$ cat src/hdl/scf_pkg.sv
// Shared types, constants and helpers for the stereo crossfeed filter.
// No dependencies; every other file in hdl/ imports this package.
package scf_pkg;

   localparam int SAMPLE_BITS_DEF = 24;
   localparam int COEF_BITS_DEF   = 24;
   localparam int STATE_BITS      = 32;
   // rounded product: coef * state >> (COEF_BITS-2) fits in STATE_BITS+3
   localparam int PROD_BITS       = STATE_BITS + 3;
   // room for the sum of three rounded products
   localparam int SUM_BITS        = STATE_BITS + 5;
   localparam int NUM_REGS        = 6;
   localparam int CSR_ADDR_BITS   = 5;
   localparam int CSR_DATA_BITS   = 32;
   localparam int NUM_LANES       = 10;

   typedef enum logic [2:0] {
      REG_LP_GAIN  = 3'd0,
      REG_LP_FB    = 3'd1,
      REG_HS_GAIN  = 3'd2,
      REG_HS_PREV  = 3'd3,
      REG_HS_FB    = 3'd4,
      REG_OUT_GAIN = 3'd5
   } reg_index_type;

   typedef enum logic [2:0] {
      ST_IDLE,
      ST_MUL1,
      ST_RND1,
      ST_UPD,
      ST_XSUM,
      ST_MUL2,
      ST_RND2,
      ST_OUT
   } seq_state_type;

   // control for one serial multiplier lane
   typedef struct packed {
      logic load;
      logic step;
      logic last;
      logic fin;
   } mul_ctrl_type;

   localparam logic signed [SUM_BITS-1:0] STATE_MAX_EXT =
      {{(SUM_BITS-STATE_BITS+1){1'b0}}, {(STATE_BITS-1){1'b1}}};
   localparam logic signed [SUM_BITS-1:0] STATE_MIN_EXT = ~STATE_MAX_EXT;

   function automatic logic signed [STATE_BITS-1:0] sat_state(
      input logic signed [SUM_BITS-1:0] v);
      logic signed [SUM_BITS-1:0] r;
      r = v;
      if (v > STATE_MAX_EXT) begin
         r = STATE_MAX_EXT;
      end else if (v < STATE_MIN_EXT) begin
         r = STATE_MIN_EXT;
      end
      return r[STATE_BITS-1:0];
   endfunction

endpackage

$ cat src/hdl/scf_csr.sv
// Coefficient register file behind the APB-style configuration port.
// Depends on scf_pkg.
module scf_csr #(
   parameter int COEF_BITS = scf_pkg::COEF_BITS_DEF
) (
   input  logic                                  clock,
   input  logic                                  reset,
   input  logic                                  psel,
   input  logic                                  penable,
   input  logic                                  pwrite,
   input  logic [scf_pkg::CSR_ADDR_BITS-1:0]     paddr,
   input  logic [scf_pkg::CSR_DATA_BITS-1:0]     pwdata,
   output logic [scf_pkg::CSR_DATA_BITS-1:0]     prdata,
   output logic signed [COEF_BITS-1:0]           coef [scf_pkg::NUM_REGS]
);
   import scf_pkg::*;

   logic signed [COEF_BITS-1:0] coef_ff [NUM_REGS];
   logic signed [COEF_BITS-1:0] coef_in [NUM_REGS];
   logic [2:0]                  idx;
   logic                        idx_ok;
   logic                        wr_en;

   assign idx    = paddr[4:2];
   assign idx_ok = (idx < 3'(NUM_REGS));
   assign wr_en  = psel & penable & pwrite & idx_ok;

   always_comb begin
      for (int i = 0; i < NUM_REGS; i++) begin
         coef_in[i] = coef_ff[i];
      end
      if (wr_en) begin
         coef_in[idx] = pwdata[COEF_BITS-1:0];
      end
   end

   always_ff @(posedge clock) begin
      for (int i = 0; i < NUM_REGS; i++) begin
         if (reset) begin
            coef_ff[i] <= '0;
         end else begin
            coef_ff[i] <= coef_in[i];
         end
      end
   end

   always_comb begin
      prdata = '0;
      if (idx_ok) begin
         prdata = CSR_DATA_BITS'(coef_ff[idx]);
      end
   end

   assign coef = coef_ff;

endmodule

$ cat src/hdl/scf_serial_mul.sv
// Bit-serial signed multiplier: one coefficient bit per cycle while ctrl.step
// is high, LSB first, followed by a round-half-up shift by COEF_BITS-2. Depends on scf_pkg.
module scf_serial_mul #(
   parameter int COEF_BITS = scf_pkg::COEF_BITS_DEF
) (
   input  logic                                   clock,
   input  scf_pkg::mul_ctrl_type                  ctrl,
   input  logic signed [COEF_BITS-1:0]            coef,
   input  logic signed [scf_pkg::STATE_BITS-1:0]  operand,
   output logic signed [scf_pkg::PROD_BITS-1:0]   product
);
   import scf_pkg::*;

   localparam int ACC_BITS = STATE_BITS + 1;

   logic [COEF_BITS-1:0]         coef_ff, coef_in;
   logic signed [STATE_BITS-1:0] opnd_ff, opnd_in;
   logic [ACC_BITS-1:0]          acc_ff, acc_in;
   logic [COEF_BITS-1:0]         low_ff, low_in;
   logic [PROD_BITS-1:0]         prod_ff, prod_in;
   logic signed [ACC_BITS:0]     term;
   logic [ACC_BITS:0]            sum;
   logic [PROD_BITS-1:0]         rounded;

   always_comb begin
      term = '0;
      if (coef_ff[0]) begin
         // sign bit of the coefficient carries negative weight
         term = ctrl.last ? -((ACC_BITS+1)'(opnd_ff)) : (ACC_BITS+1)'(opnd_ff);
      end
      sum = {acc_ff[ACC_BITS-1], acc_ff} + term;
      // floor(P / 2^k) plus bit k-1 of P gives round half up
      rounded = {acc_ff, low_ff[COEF_BITS-1 -: 2]}
              + PROD_BITS'(low_ff[COEF_BITS-3]);
   end

   always_comb begin
      coef_in = coef_ff;
      opnd_in = opnd_ff;
      acc_in  = acc_ff;
      low_in  = low_ff;
      prod_in = prod_ff;
      if (ctrl.load) begin
         coef_in = coef;
         opnd_in = operand;
         acc_in  = '0;
      end else if (ctrl.step) begin
         coef_in = coef_ff >> 1;
         acc_in  = sum[ACC_BITS:1];
         low_in  = {sum[0], low_ff[COEF_BITS-1:1]};
      end
      if (ctrl.fin) begin
         prod_in = rounded;
      end
   end

   always_ff @(posedge clock) begin
      coef_ff <= coef_in;
      opnd_ff <= opnd_in;
      acc_ff  <= acc_in;
      low_ff  <= low_in;
      prod_ff <= prod_in;
   end

   assign product = prod_ff;

endmodule

$ cat src/hdl/stereo_crossfeed_filter.sv
// Top level of the stereo crossfeed filter: sequencer, filter state, lanes.
// Depends on scf_pkg, scf_csr and scf_serial_mul.
//
//   beat       ports                                       handshake
//   --------   -----------------------------------------   ----------------------
//   request    req_left_in, req_right_in, req_last_frame   req_valid / req_stall
//   response   rsp_left_out, rsp_right_out,
//              rsp_last_frame_out                          rsp_valid / rsp_stall
//   config     psel, penable, pwrite, paddr, pwdata,
//              prdata, pready                              APB, pready tied high
//
// Per frame, ten bit-serial lanes run the filter products in parallel, then two
// of them run the output gain, each pass stepping through every coefficient bit;
// a new frame is accepted only once the sequencer is back in idle.
// The result register lets a new frame be taken while a response is stalled;
// the sequencer waits in its last state only if that register is still full.
// Synchronous reset clears coefficients, filter state and handshake state.
module stereo_crossfeed_filter #(
   parameter int SAMPLE_BITS = scf_pkg::SAMPLE_BITS_DEF,
   parameter int COEF_BITS   = scf_pkg::COEF_BITS_DEF
) (
   input  logic                               clock,
   input  logic                               reset,
   input  logic                               req_valid,
   output logic                               req_stall,
   input  logic signed [SAMPLE_BITS-1:0]      req_left_in,
   input  logic signed [SAMPLE_BITS-1:0]      req_right_in,
   input  logic                               req_last_frame,
   output logic                               rsp_valid,
   input  logic                               rsp_stall,
   output logic signed [SAMPLE_BITS-1:0]      rsp_left_out,
   output logic signed [SAMPLE_BITS-1:0]      rsp_right_out,
   output logic                               rsp_last_frame_out,
   input  logic                               psel,
   input  logic                               penable,
   input  logic                               pwrite,
   input  logic [scf_pkg::CSR_ADDR_BITS-1:0]  paddr,
   input  logic [scf_pkg::CSR_DATA_BITS-1:0]  pwdata,
   output logic [scf_pkg::CSR_DATA_BITS-1:0]  prdata,
   output logic                               pready
);
   import scf_pkg::*;

   localparam int CNT_BITS = $clog2(COEF_BITS);
   localparam logic [CNT_BITS-1:0] CNT_LAST = CNT_BITS'(COEF_BITS - 1);

   // lane assignment for the filter pass; lanes 0 and 1 also do the gain pass
   localparam int L_LP_XL = 0;
   localparam int L_LP_XR = 1;
   localparam int L_LP_YL = 2;
   localparam int L_LP_YR = 3;
   localparam int L_HS_XL = 4;
   localparam int L_HS_XR = 5;
   localparam int L_HS_PL = 6;
   localparam int L_HS_PR = 7;
   localparam int L_HS_YL = 8;
   localparam int L_HS_YR = 9;

   localparam logic signed [PROD_BITS-1:0] OUT_MAX =
      {{(PROD_BITS-SAMPLE_BITS+1){1'b0}}, {(SAMPLE_BITS-1){1'b1}}};
   localparam logic signed [PROD_BITS-1:0] OUT_MIN = ~OUT_MAX;

   logic signed [COEF_BITS-1:0]  coef [NUM_REGS];

   seq_state_type                state_ff, state_in;
   logic [CNT_BITS-1:0]          cnt_ff, cnt_in;
   logic                         accept;
   logic                         out_free;
   logic                         out_write;
   logic                         cnt_last;
   mul_ctrl_type                 ctrl_filt, ctrl_gain;

   mul_ctrl_type                 lane_ctrl [NUM_LANES];
   logic signed [COEF_BITS-1:0]  lane_coef [NUM_LANES];
   logic signed [STATE_BITS-1:0] lane_opnd [NUM_LANES];
   logic signed [PROD_BITS-1:0]  lane_prod [NUM_LANES];

   logic signed [STATE_BITS-1:0] lp_l_ff, lp_l_in, lp_r_ff, lp_r_in;
   logic signed [STATE_BITS-1:0] hs_l_ff, hs_l_in, hs_r_ff, hs_r_in;
   logic signed [SAMPLE_BITS-1:0] prev_l_ff, prev_l_in, prev_r_ff, prev_r_in;
   logic signed [SAMPLE_BITS-1:0] x_l_ff, x_l_in, x_r_ff, x_r_in;
   logic                         last_ff, last_in;
   logic signed [STATE_BITS-1:0] xsum_l, xsum_r;

   logic                         rsp_valid_ff, rsp_valid_in;
   logic signed [SAMPLE_BITS-1:0] rsp_left_ff, rsp_left_in;
   logic signed [SAMPLE_BITS-1:0] rsp_right_ff, rsp_right_in;
   logic                         rsp_last_ff, rsp_last_in;
   logic signed [PROD_BITS-1:0]  sat_l, sat_r;

   scf_csr #(
      .COEF_BITS (COEF_BITS)
   ) u_csr (
      .clock   (clock),
      .reset   (reset),
      .psel    (psel),
      .penable (penable),
      .pwrite  (pwrite),
      .paddr   (paddr),
      .pwdata  (pwdata),
      .prdata  (prdata),
      .coef    (coef)
   );

   assign pready = 1'b1;

   // sequencer
   assign req_stall = (state_ff != ST_IDLE);
   assign accept    = req_valid & ~req_stall;
   assign cnt_last  = (cnt_ff == CNT_LAST);
   assign out_free  = ~rsp_valid_ff | ~rsp_stall;

   always_comb begin
      state_in = state_ff;
      case (state_ff)
         ST_IDLE: begin
            if (accept) state_in = ST_MUL1;
         end
         ST_MUL1: begin
            if (cnt_last) state_in = ST_RND1;
         end
         ST_RND1: state_in = ST_UPD;
         ST_UPD:  state_in = ST_XSUM;
         ST_XSUM: state_in = ST_MUL2;
         ST_MUL2: begin
            if (cnt_last) state_in = ST_RND2;
         end
         ST_RND2: state_in = ST_OUT;
         ST_OUT: begin
            if (out_free) state_in = ST_IDLE;
         end
         default: state_in = ST_IDLE;
      endcase
   end

   always_comb begin
      ctrl_filt = '0;
      ctrl_gain = '0;
      cnt_in    = '0;
      out_write = 1'b0;
      case (state_ff)
         ST_IDLE: ctrl_filt.load = accept;
         ST_MUL1: begin
            ctrl_filt.step = 1'b1;
            ctrl_filt.last = cnt_last;
            cnt_in         = cnt_last ? '0 : cnt_ff + 1'b1;
         end
         ST_RND1: ctrl_filt.fin = 1'b1;
         ST_XSUM: ctrl_gain.load = 1'b1;
         ST_MUL2: begin
            ctrl_gain.step = 1'b1;
            ctrl_gain.last = cnt_last;
            cnt_in         = cnt_last ? '0 : cnt_ff + 1'b1;
         end
         ST_RND2: ctrl_gain.fin = 1'b1;
         ST_OUT:  out_write = out_free;
         default: ;
      endcase
   end

   always_ff @(posedge clock) begin
      if (reset) begin
         state_ff <= ST_IDLE;
         cnt_ff   <= '0;
      end else begin
         state_ff <= state_in;
         cnt_ff   <= cnt_in;
      end
   end

   // crossfeed sums from the freshly updated state
   assign xsum_l = sat_state(SUM_BITS'(hs_l_ff) + SUM_BITS'(lp_r_ff));
   assign xsum_r = sat_state(SUM_BITS'(hs_r_ff) + SUM_BITS'(lp_l_ff));

   // lane inputs
   always_comb begin
      for (int i = 0; i < NUM_LANES; i++) begin
         lane_ctrl[i] = ctrl_filt;
      end
      lane_ctrl[L_LP_XL] = ctrl_filt | ctrl_gain;
      lane_ctrl[L_LP_XR] = ctrl_filt | ctrl_gain;

      lane_coef[L_LP_XL] = coef[REG_LP_GAIN];
      lane_opnd[L_LP_XL] = STATE_BITS'(req_left_in);
      lane_coef[L_LP_XR] = coef[REG_LP_GAIN];
      lane_opnd[L_LP_XR] = STATE_BITS'(req_right_in);
      if (state_ff == ST_XSUM) begin
         lane_coef[L_LP_XL] = coef[REG_OUT_GAIN];
         lane_opnd[L_LP_XL] = xsum_l;
         lane_coef[L_LP_XR] = coef[REG_OUT_GAIN];
         lane_opnd[L_LP_XR] = xsum_r;
      end
      lane_coef[L_LP_YL] = coef[REG_LP_FB];
      lane_opnd[L_LP_YL] = lp_l_ff;
      lane_coef[L_LP_YR] = coef[REG_LP_FB];
      lane_opnd[L_LP_YR] = lp_r_ff;
      lane_coef[L_HS_XL] = coef[REG_HS_GAIN];
      lane_opnd[L_HS_XL] = STATE_BITS'(req_left_in);
      lane_coef[L_HS_XR] = coef[REG_HS_GAIN];
      lane_opnd[L_HS_XR] = STATE_BITS'(req_right_in);
      lane_coef[L_HS_PL] = coef[REG_HS_PREV];
      lane_opnd[L_HS_PL] = STATE_BITS'(prev_l_ff);
      lane_coef[L_HS_PR] = coef[REG_HS_PREV];
      lane_opnd[L_HS_PR] = STATE_BITS'(prev_r_ff);
      lane_coef[L_HS_YL] = coef[REG_HS_FB];
      lane_opnd[L_HS_YL] = hs_l_ff;
      lane_coef[L_HS_YR] = coef[REG_HS_FB];
      lane_opnd[L_HS_YR] = hs_r_ff;
   end

   for (genvar g = 0; g < NUM_LANES; g++) begin : g_lane
      scf_serial_mul #(
         .COEF_BITS (COEF_BITS)
      ) u_mul (
         .clock   (clock),
         .ctrl    (lane_ctrl[g]),
         .coef    (lane_coef[g]),
         .operand (lane_opnd[g]),
         .product (lane_prod[g])
      );
   end

   // filter state
   always_comb begin
      lp_l_in   = lp_l_ff;
      lp_r_in   = lp_r_ff;
      hs_l_in   = hs_l_ff;
      hs_r_in   = hs_r_ff;
      prev_l_in = prev_l_ff;
      prev_r_in = prev_r_ff;
      x_l_in    = x_l_ff;
      x_r_in    = x_r_ff;
      last_in   = last_ff;
      if (accept) begin
         x_l_in  = req_left_in;
         x_r_in  = req_right_in;
         last_in = req_last_frame;
      end
      if (state_ff == ST_UPD) begin
         lp_l_in = sat_state(SUM_BITS'(lane_prod[L_LP_XL])
                           + SUM_BITS'(lane_prod[L_LP_YL]));
         lp_r_in = sat_state(SUM_BITS'(lane_prod[L_LP_XR])
                           + SUM_BITS'(lane_prod[L_LP_YR]));
         hs_l_in = sat_state(SUM_BITS'(lane_prod[L_HS_XL])
                           + SUM_BITS'(lane_prod[L_HS_PL])
                           + SUM_BITS'(lane_prod[L_HS_YL]));
         hs_r_in = sat_state(SUM_BITS'(lane_prod[L_HS_XR])
                           + SUM_BITS'(lane_prod[L_HS_PR])
                           + SUM_BITS'(lane_prod[L_HS_YR]));
         prev_l_in = x_l_ff;
         prev_r_in = x_r_ff;
      end
   end

   always_ff @(posedge clock) begin
      if (reset) begin
         lp_l_ff   <= '0;
         lp_r_ff   <= '0;
         hs_l_ff   <= '0;
         hs_r_ff   <= '0;
         prev_l_ff <= '0;
         prev_r_ff <= '0;
      end else begin
         lp_l_ff   <= lp_l_in;
         lp_r_ff   <= lp_r_in;
         hs_l_ff   <= hs_l_in;
         hs_r_ff   <= hs_r_in;
         prev_l_ff <= prev_l_in;
         prev_r_ff <= prev_r_in;
      end
   end

   always_ff @(posedge clock) begin
      x_l_ff  <= x_l_in;
      x_r_ff  <= x_r_in;
      last_ff <= last_in;
   end

   // output saturation and result register
   always_comb begin
      sat_l = lane_prod[L_LP_XL];
      if (lane_prod[L_LP_XL] > OUT_MAX) begin
         sat_l = OUT_MAX;
      end else if (lane_prod[L_LP_XL] < OUT_MIN) begin
         sat_l = OUT_MIN;
      end
      sat_r = lane_prod[L_LP_XR];
      if (lane_prod[L_LP_XR] > OUT_MAX) begin
         sat_r = OUT_MAX;
      end else if (lane_prod[L_LP_XR] < OUT_MIN) begin
         sat_r = OUT_MIN;
      end
   end

   always_comb begin
      rsp_valid_in = rsp_valid_ff;
      rsp_left_in  = rsp_left_ff;
      rsp_right_in = rsp_right_ff;
      rsp_last_in  = rsp_last_ff;
      if (out_write) begin
         rsp_valid_in = 1'b1;
         rsp_left_in  = sat_l[SAMPLE_BITS-1:0];
         rsp_right_in = sat_r[SAMPLE_BITS-1:0];
         rsp_last_in  = last_ff;
      end else if (rsp_valid_ff & ~rsp_stall) begin
         rsp_valid_in = 1'b0;
      end
   end

   always_ff @(posedge clock) begin
      if (reset) begin
         rsp_valid_ff <= 1'b0;
      end else begin
         rsp_valid_ff <= rsp_valid_in;
      end
      rsp_left_ff  <= rsp_left_in;
      rsp_right_ff <= rsp_right_in;
      rsp_last_ff  <= rsp_last_in;
   end

   assign rsp_valid          = rsp_valid_ff;
   assign rsp_left_out       = rsp_left_ff;
   assign rsp_right_out      = rsp_right_ff;
   assign rsp_last_frame_out = rsp_last_ff;

endmodule
$ cat config.mk
export PLATFORM = sky130hd
export DESIGN_NAME = stereo_crossfeed_filter
export DESIGN_NICKNAME = d
export VERILOG_FILES = /design/src/hdl/scf_pkg.sv /design/src/hdl/scf_csr.sv /design/src/hdl/scf_serial_mul.sv /design/src/hdl/stereo_crossfeed_filter.sv
export SDC_FILE = /design/constraint.sdc
export NUM_CORES = 2
export LEC_CHECK = 0
export ABC_AREA = 1
export ABC_CLOCK_PERIOD_IN_PS = 29500
export BUFFER_PORTS_ARGS = -buffer_cell sky130_fd_sc_hd__buf_4
export CORE_AREA = 4 4 504 506
export CTS_BUF_LIST = sky130_fd_sc_hd__clkbuf_16
export DETAILED_ROUTE_END_ITERATION = 12
export DIE_AREA = 0 0 508 510
export HOLD_SLACK_MARGIN = 0.02
export PLACE_DENSITY_LB_ADDON = 0.05
export SLEW_MARGIN = 20
export SYNTH_ARGS = -nofsm -noshare
export SYNTH_HDL_FRONTEND = slang
export SYNTH_SLANG_ARGS = --single-unit
$ cat constraint.sdc
create_clock -name clock -period 29.5 [get_ports clock]
set_input_delay 1.475 -clock clock [delete_from_list [all_inputs] [get_ports clock]]
set_output_delay 1.475 -clock clock [all_outputs]
set_load 0.01 [all_outputs]
Word-level counts from Yosys, hierarchy flattened. Cells that the tools add are included.

RAM bits: 0. Bits in read-only memories: 0. Logic and storage cells: 243. Memories: 0. Output and inout port bits: 84. Bits in latches: 0. Register bits: 1875.

Multipliers: 0. Shift-type cells: 0. $lt $le $gt $ge: 19. $add $sub $neg: 39. Bitwise logic cells: 14. Reduce and logical (&&, ||, !) cells: 11. Muxes and demuxes: 77. Equal/unequal tests: 12. Divide/modulo/power cells: 0.

Operators with widths (count): two-way mux 34 bit (20); two-way mux 24 bit (25); two-way mux 32 bit (13); adder 35 x 1 -> 35 bit (10); adder 34 bit (10); negation 32 -> 34 bit (6); adder 35 x 35 -> 36 bit (4); bitwise mux 144 bit (1); negation 24 -> 34 bit (4); adder 36 x 35 -> 37 bit (2); greater-than comparator 37 x 32 -> 1 bit, second input constant (2); less-than comparator 37 x 32 -> 1 bit, second input constant (2); binary-select mux 24 bit (select 3 bit) (1); demux 24 bit (select 3 bit) (1); greater-than comparator 36 x 32 -> 1 bit, second input constant (2); less-than comparator 36 x 32 -> 1 bit, second input constant (2); greater-than comparator 35 x 24 -> 1 bit, second input constant (2); less-than comparator 35 x 24 -> 1 bit, second input constant (2); adder 32 x 32 -> 33 bit (2); greater-than comparator 33 x 32 -> 1 bit, second input constant (2); less-than comparator 33 x 32 -> 1 bit, second input constant (2); two-way mux 64 bit (1); two-way mux 48 bit (1); case mux 3 bit (8 select lines) (1); 25 further kinds (54).

Depth between registers and ports, before layout.
Depth after elaboration: 8. Depth in mapped cells: 30. Depth with buffers taken out: 30.

By module. From an unflattened synthesis, not the netlist that was laid out.

Cell total of the unflattened synthesis: 15186. Area, all modules: 113258.6 µm².

Modules (own cells, without submodules): scf_serial_mul (g_lane[0].u_mul ...) (cells each 1017, area an instance 7978.9 µm², seq. area each 3483.3 µm², instances 8); stereo_crossfeed_filter (cells each 3810, area an instance 26241.4 µm², seq. area each 6646.4 µm², instances 1); scf_serial_mul (g_lane[4].u_mul ...) (cells each 1022, area an instance 7970.1 µm², seq. area each 3483.3 µm², instances 2); scf_csr (cells each 1196, area an instance 7245.7 µm², seq. area each 2882.8 µm², instances 1).

Least setup slack after synthesis. Ideal clock, no wire load.

Path kind: register -> register. Start: register state_ff[2]. End: register g_lane[2].u_mul.prod_ff[0] (enable). Cell stages (with the launch flop): 3. Path slack: 8.912 ns. Period minus slack after synthesis: 20.588 ns. Arrival time: 19.324 ns. Library setup time: 1.265 ns. Cells stage by stage: dfxtp_1 > clkbuf_1 > nor3_1.

Word-level cells in the longest chain between the ends: 2.

Ends and longest elaborated chain: start, declared (line stereo_crossfeed_filter.sv:65) `seq_state_type state_ff, state_in;`; start signal, assigned (line stereo_crossfeed_filter.sv:166) `state_ff <= state_in;`; == test 3 x 2 -> 1 bit (line stereo_crossfeed_filter.sv:141) `case (state_ff)`; two-way mux 1 bit (line stereo_crossfeed_filter.sv:141); end signal, assigned (line scf_serial_mul.sv:62) `prod_ff <= prod_in;`; end, declared (line scf_serial_mul.sv:20) `logic [PROD_BITS-1:0] prod_ff, prod_in;`.

No other way between the ends. A chain may end at the register's enable or synchronous reset.

Worst setup path after layout.
Start: register state_ff[0]. End: register g_lane[6].u_mul.acc_ff[17].

Word-level cells in the longest chain between the ends: 5.

Ends and longest elaborated chain: == test 3 x 1 -> 1 bit (line stereo_crossfeed_filter.sv:141); two-way mux 2 bit (line stereo_crossfeed_filter.sv:141); two-way mux 34 bit (line scf_serial_mul.sv:29) `term = ctrl.last ? -((ACC_BITS+1)'(opnd_ff)) : (ACC_BITS+1)'(opnd_ff);`; two-way mux 34 bit (line scf_serial_mul.sv:27) `if (coef_ff[0]) begin`; adder 34 bit (line scf_serial_mul.sv:31) `sum = {acc_ff[ACC_BITS-1], acc_ff} + term;`; end signal, assigned (line scf_serial_mul.sv:60) `acc_ff <= acc_in;`; end, declared (line scf_serial_mul.sv:18) `logic [ACC_BITS-1:0] acc_ff, acc_in;`.

Parallel ways exist; a longest one is shown, timed or not.

==> summary.md <==
| Metric | Value |
|---|---|
| Period minus WS final | `7.246 ns` |
| Area Overhead vs Synth | `10.89%` |
| Grt total ovfl | `0` |
| Post-route ant nets | `0` |
| RSZ-0062 raised after global routing | `no` |
| Initial antenna violation count | `30` |
| H-tree depth | `4` |
| Top FF cell, synth | `edfxtp_1` |
| Iteration-0 DRC count of the detailed router | `8,637` |
| Final hold vios | `0` |
| Simple-gate share of the synthesized area | `0.2273` |
| CTS Buffer Depth | `3` |
| Die area | `259,100 µm²` |
| Crit Path Class | `flip-flop to flip-flop` |
| Final Instance Area | `110,400 µm²` |
| # DRC | `0` |
| Status | `completed` |
| CP arrival | `7.98 ns` |
| Max Clock Freq | `0.1380 GHz` |
| Post-Place Cell Area | `104,300 µm²` |
| CP required | `30.24 ns` |
| CORE AREA | `250,000 µm²` |
| Max-cap violations | `0` |
| Seq/Total Area, Yosys | `0.3853` |
| Top cells by area, synth | `edfxtp_1 25%, dfxtp_1 13%, nand2_1 10%` |
| Min-delay worst type | `flip-flop to flip-flop` |
| Cell area after synthesis | `99,560 µm²` |
| Vias in the first global route | `86,170` |
| Proportion of layout cells with a drive suffix above 1 | `0.04881` |
| Mapped Cells | `13,180` |
| Top cells by count, synth | `2,695 x nand2_1, 1,505 x inv_1, 1,463 x nor2_1` |
| Max incr delay on CP | `0.69 ns` |
| Final Max Slew Viols | `0` |
| YS warnings | `0` |
| Avg Cell Area, Syn | `7.556 µm²` |
| VDD IR max | `0.00005228 V` |
| Main combinational cell family by area after synthesis | `simple AND/OR/NAND/NOR gates` |
| Clock Skew | `0.06779 ns` |
| CTS sink count | `1,497` |
| Synth area leader | `edfxtp_1` |
| First-pass GRT wire length | `547.4 mm` |
| Drt pass-1 iters | `6` |
| Post_cts resized | `0` |
| CTS Hold Buffers Added | `0` |
| Startpoint Class | `flip-flop` |
| Port-buffer cells | `165` |
| Vias | `91,470` |
| Cell variety after synth | `65` |
| Share of the synthesized area in the top cell type | `0.2527` |
| CTS tree | `built` |
| Most common cell in the netlist | `nand2_1` |
| Crit path max fanout | `66` |
| Post-Syn Nets | `13,920` |
| Total track usage | `0.2769` |
| IO Count | `177` |
| Tcrit/Tclk final | `0.2456` |
| Post-Synth XOR/XNOR Area | `0.05665` |
| Root Buffer | `clkbuf_16` |
| Setup Fix Bufs, Post-CTS | `0` |
| EDFF count, synth | `838` |
| Clk_lat worst skew | `0.91 ns` |
| Setup TNS | `0 ns` |
| Die X | `508 µm` |
| CP max-delay cell | `inv_4` |
| Post-synthesis mux area share | `0` |
| Die H | `510 µm` |
| Pin count of the biggest net entering global routing | `164` |
| Clock transition at path regs | `0.06 ns` |
| Synth Area in Compound Gates | `0.1701` |
| DR WL/cell | `22.03 µm` |
| HPWL Detailed | `288.5 mm` |
| Leak | `48.38 nW` |
| PD cells | `81.28 nW/µm²` |
| Setup violators final | `0` |
| Gpl congestion | `0.9623` |
| Post-Synth Adder-Cell Area | `0.08830` |
| Post-synth ARST share | `0` |
| Vias/cell | `5.453` |
| Seq cells post-synth | `1,497` |
| Slew HR | `0.2630` |
| Num rows | `184` |
| Initial Utilization | `0.3982` |
| Crit. End Element | `flip-flop` |
| Final #Nets | `14,000` |
| Cts bufs inserted | `181` |
| Tightest Pin Transition | `1.105 ns` |
| Total wire length | `369.5 mm` |
cells in the final DEF, fill, tap and decap left out, types with 12 or more instances in the layout:
master,synthesis,layout
o21a_1,15,15
o211ai_1,51,51
o221ai_1,27,27
xor2_1,490,490
nor2_1,1463,1458
bufinv_16,0,12
nor3_2,20,27
inv_2,9,14
clkinv_16,0,15
a221oi_1,17,17
nand2_1,2695,2689
clkinv_2,0,37
clkbuf_16,0,184
a211oi_1,16,16
o21ai_1,15,15
fa_1,86,86
a21boi_0,35,35
clkinv_1,5,32
dfxtp_1,659,659
a22oi_1,58,58
inv_1,1505,1544
nand3_1,482,481
o21ai_0,1270,1270
a21oi_1,1250,1246
and3_1,33,33
nand3b_1,28,28
or2_2,28,28
nor4_1,106,106
ha_1,565,565
clkinvlp_4,0,12
and2_1,17,17
o22ai_1,19,19
o21bai_1,153,153
a31oi_1,53,53
nand4_1,141,141
nor3_1,351,344
a21o_1,86,86
buf_4,18,256
edfxtp_1,838,838
xnor2_1,154,154
kinds of logic after synthesis:
group	Yosys count
buffers and inverters	1877
flip-flops	1497
AND/OR/NAND/NOR	5407
XOR/XNOR	644
AO/OA/AOI/OAI	3099
adder cells (fa/ha/maj)	651
other	1
through the flow:
| step | total power, mW | util | cells | hold WS [ns] | worst slack [ns] |
|---|---|---|---|---|---|
| after floorplan | 5.577 | - | 13180 | 0.4003 | 8.912 |
| after global placement | 6.711 | 0.4173 | 16420 | 0.4076 | 22.42 |
| after detailed placement | 6.718 | 0.4173 | 16420 | 0.4104 | 22.40 |
| after CTS | 9.017 | 0.4415 | 16770 | 0.4008 | 22.36 |
| after global routing | 9.604 | 0.4416 | 16770 | 0.4093 | 21.85 |
| final | 8.974 | 0.4416 | 16780 | 0.3965 | 22.25 |
final cells by class:
cell class / instances / area, µm²
Clock buffer: 184 / 4604
Sequential cell: 1497 / 38360
Fill cell: 25680 / 139600
Timing Repair Buffer: 257 / 1942
Clock inverter: 160 / 1441
Tap cell: 3348 / 4189
Multi-Input combinational cell: 9802 / 54130
Inverter: 1519 / 5727
Antenna cell: 8 / 20.02
flip-flops by register name (all words and copies together) (netlist names), 30 cells and up:
signal and flops:
g_lane.u_mul.coef_ff 120, g_lane.u_mul.product 350, g_lane.u_mul.opnd_ff 286, lp_l_ff 32
u_csr.coef 144, g_lane.u_mul.low_ff 30, hs_l_ff 32, g_lane.u_mul.acc_ff 330
lp_r_ff 32, hs_r_ff 32
worst max-delay path: cells and delay by family (launching register included):
kind / cells / cell delay [ns]
AND/OR/NAND/NOR: 12 / 1.62
buffers and inverters: 11 / 3.26
AO/OA/AOI/OAI: 4 / 1.25
adder cells (fa/ha/maj): 1 / 0.45
flip-flops: 1 / 0.39
report_power, final:
| part | internal, mW | total (mW) | switching, mW |
|---|---|---|---|
| combinational | 1.15 | 3.50 | 2.35 |
| sequential | 2.71 | 3.22 | 0.509 |
| clock | 1.26 | 2.25 | 0.998 |
| total | 5.12 | 8.97 | 3.85 |
final timing paths:
check | slack [ns] | start | end | depth (start not counted)
setup reg to reg | 22.25 | state_ff[0] | g_lane[6].u_mul.acc_ff[17] | 28
setup / recovery | 22.25 | state_ff[0] | g_lane[6].u_mul.acc_ff[17] | 28
hold reg to reg | 0.40 | prev_l_ff[18] | g_lane[6].u_mul.opnd_ff[18] | 0
hold / removal | 0.40 | prev_l_ff[18] | g_lane[6].u_mul.opnd_ff[18] | 0
metal layers:
metal | vias up | track usage | part of all wire
met5 | - | 0 | 0.000073
met4 | 4 | 0.05859 | 0.020
met3 | 341 | 0.03629 | 0.065
met2 | 2777 | 0.4372 | 0.44
met1 | 43560 | 0.4046 | 0.47
li1 | 44790 | - | -
Note: power is estimated with default switching activity, not from simulation.
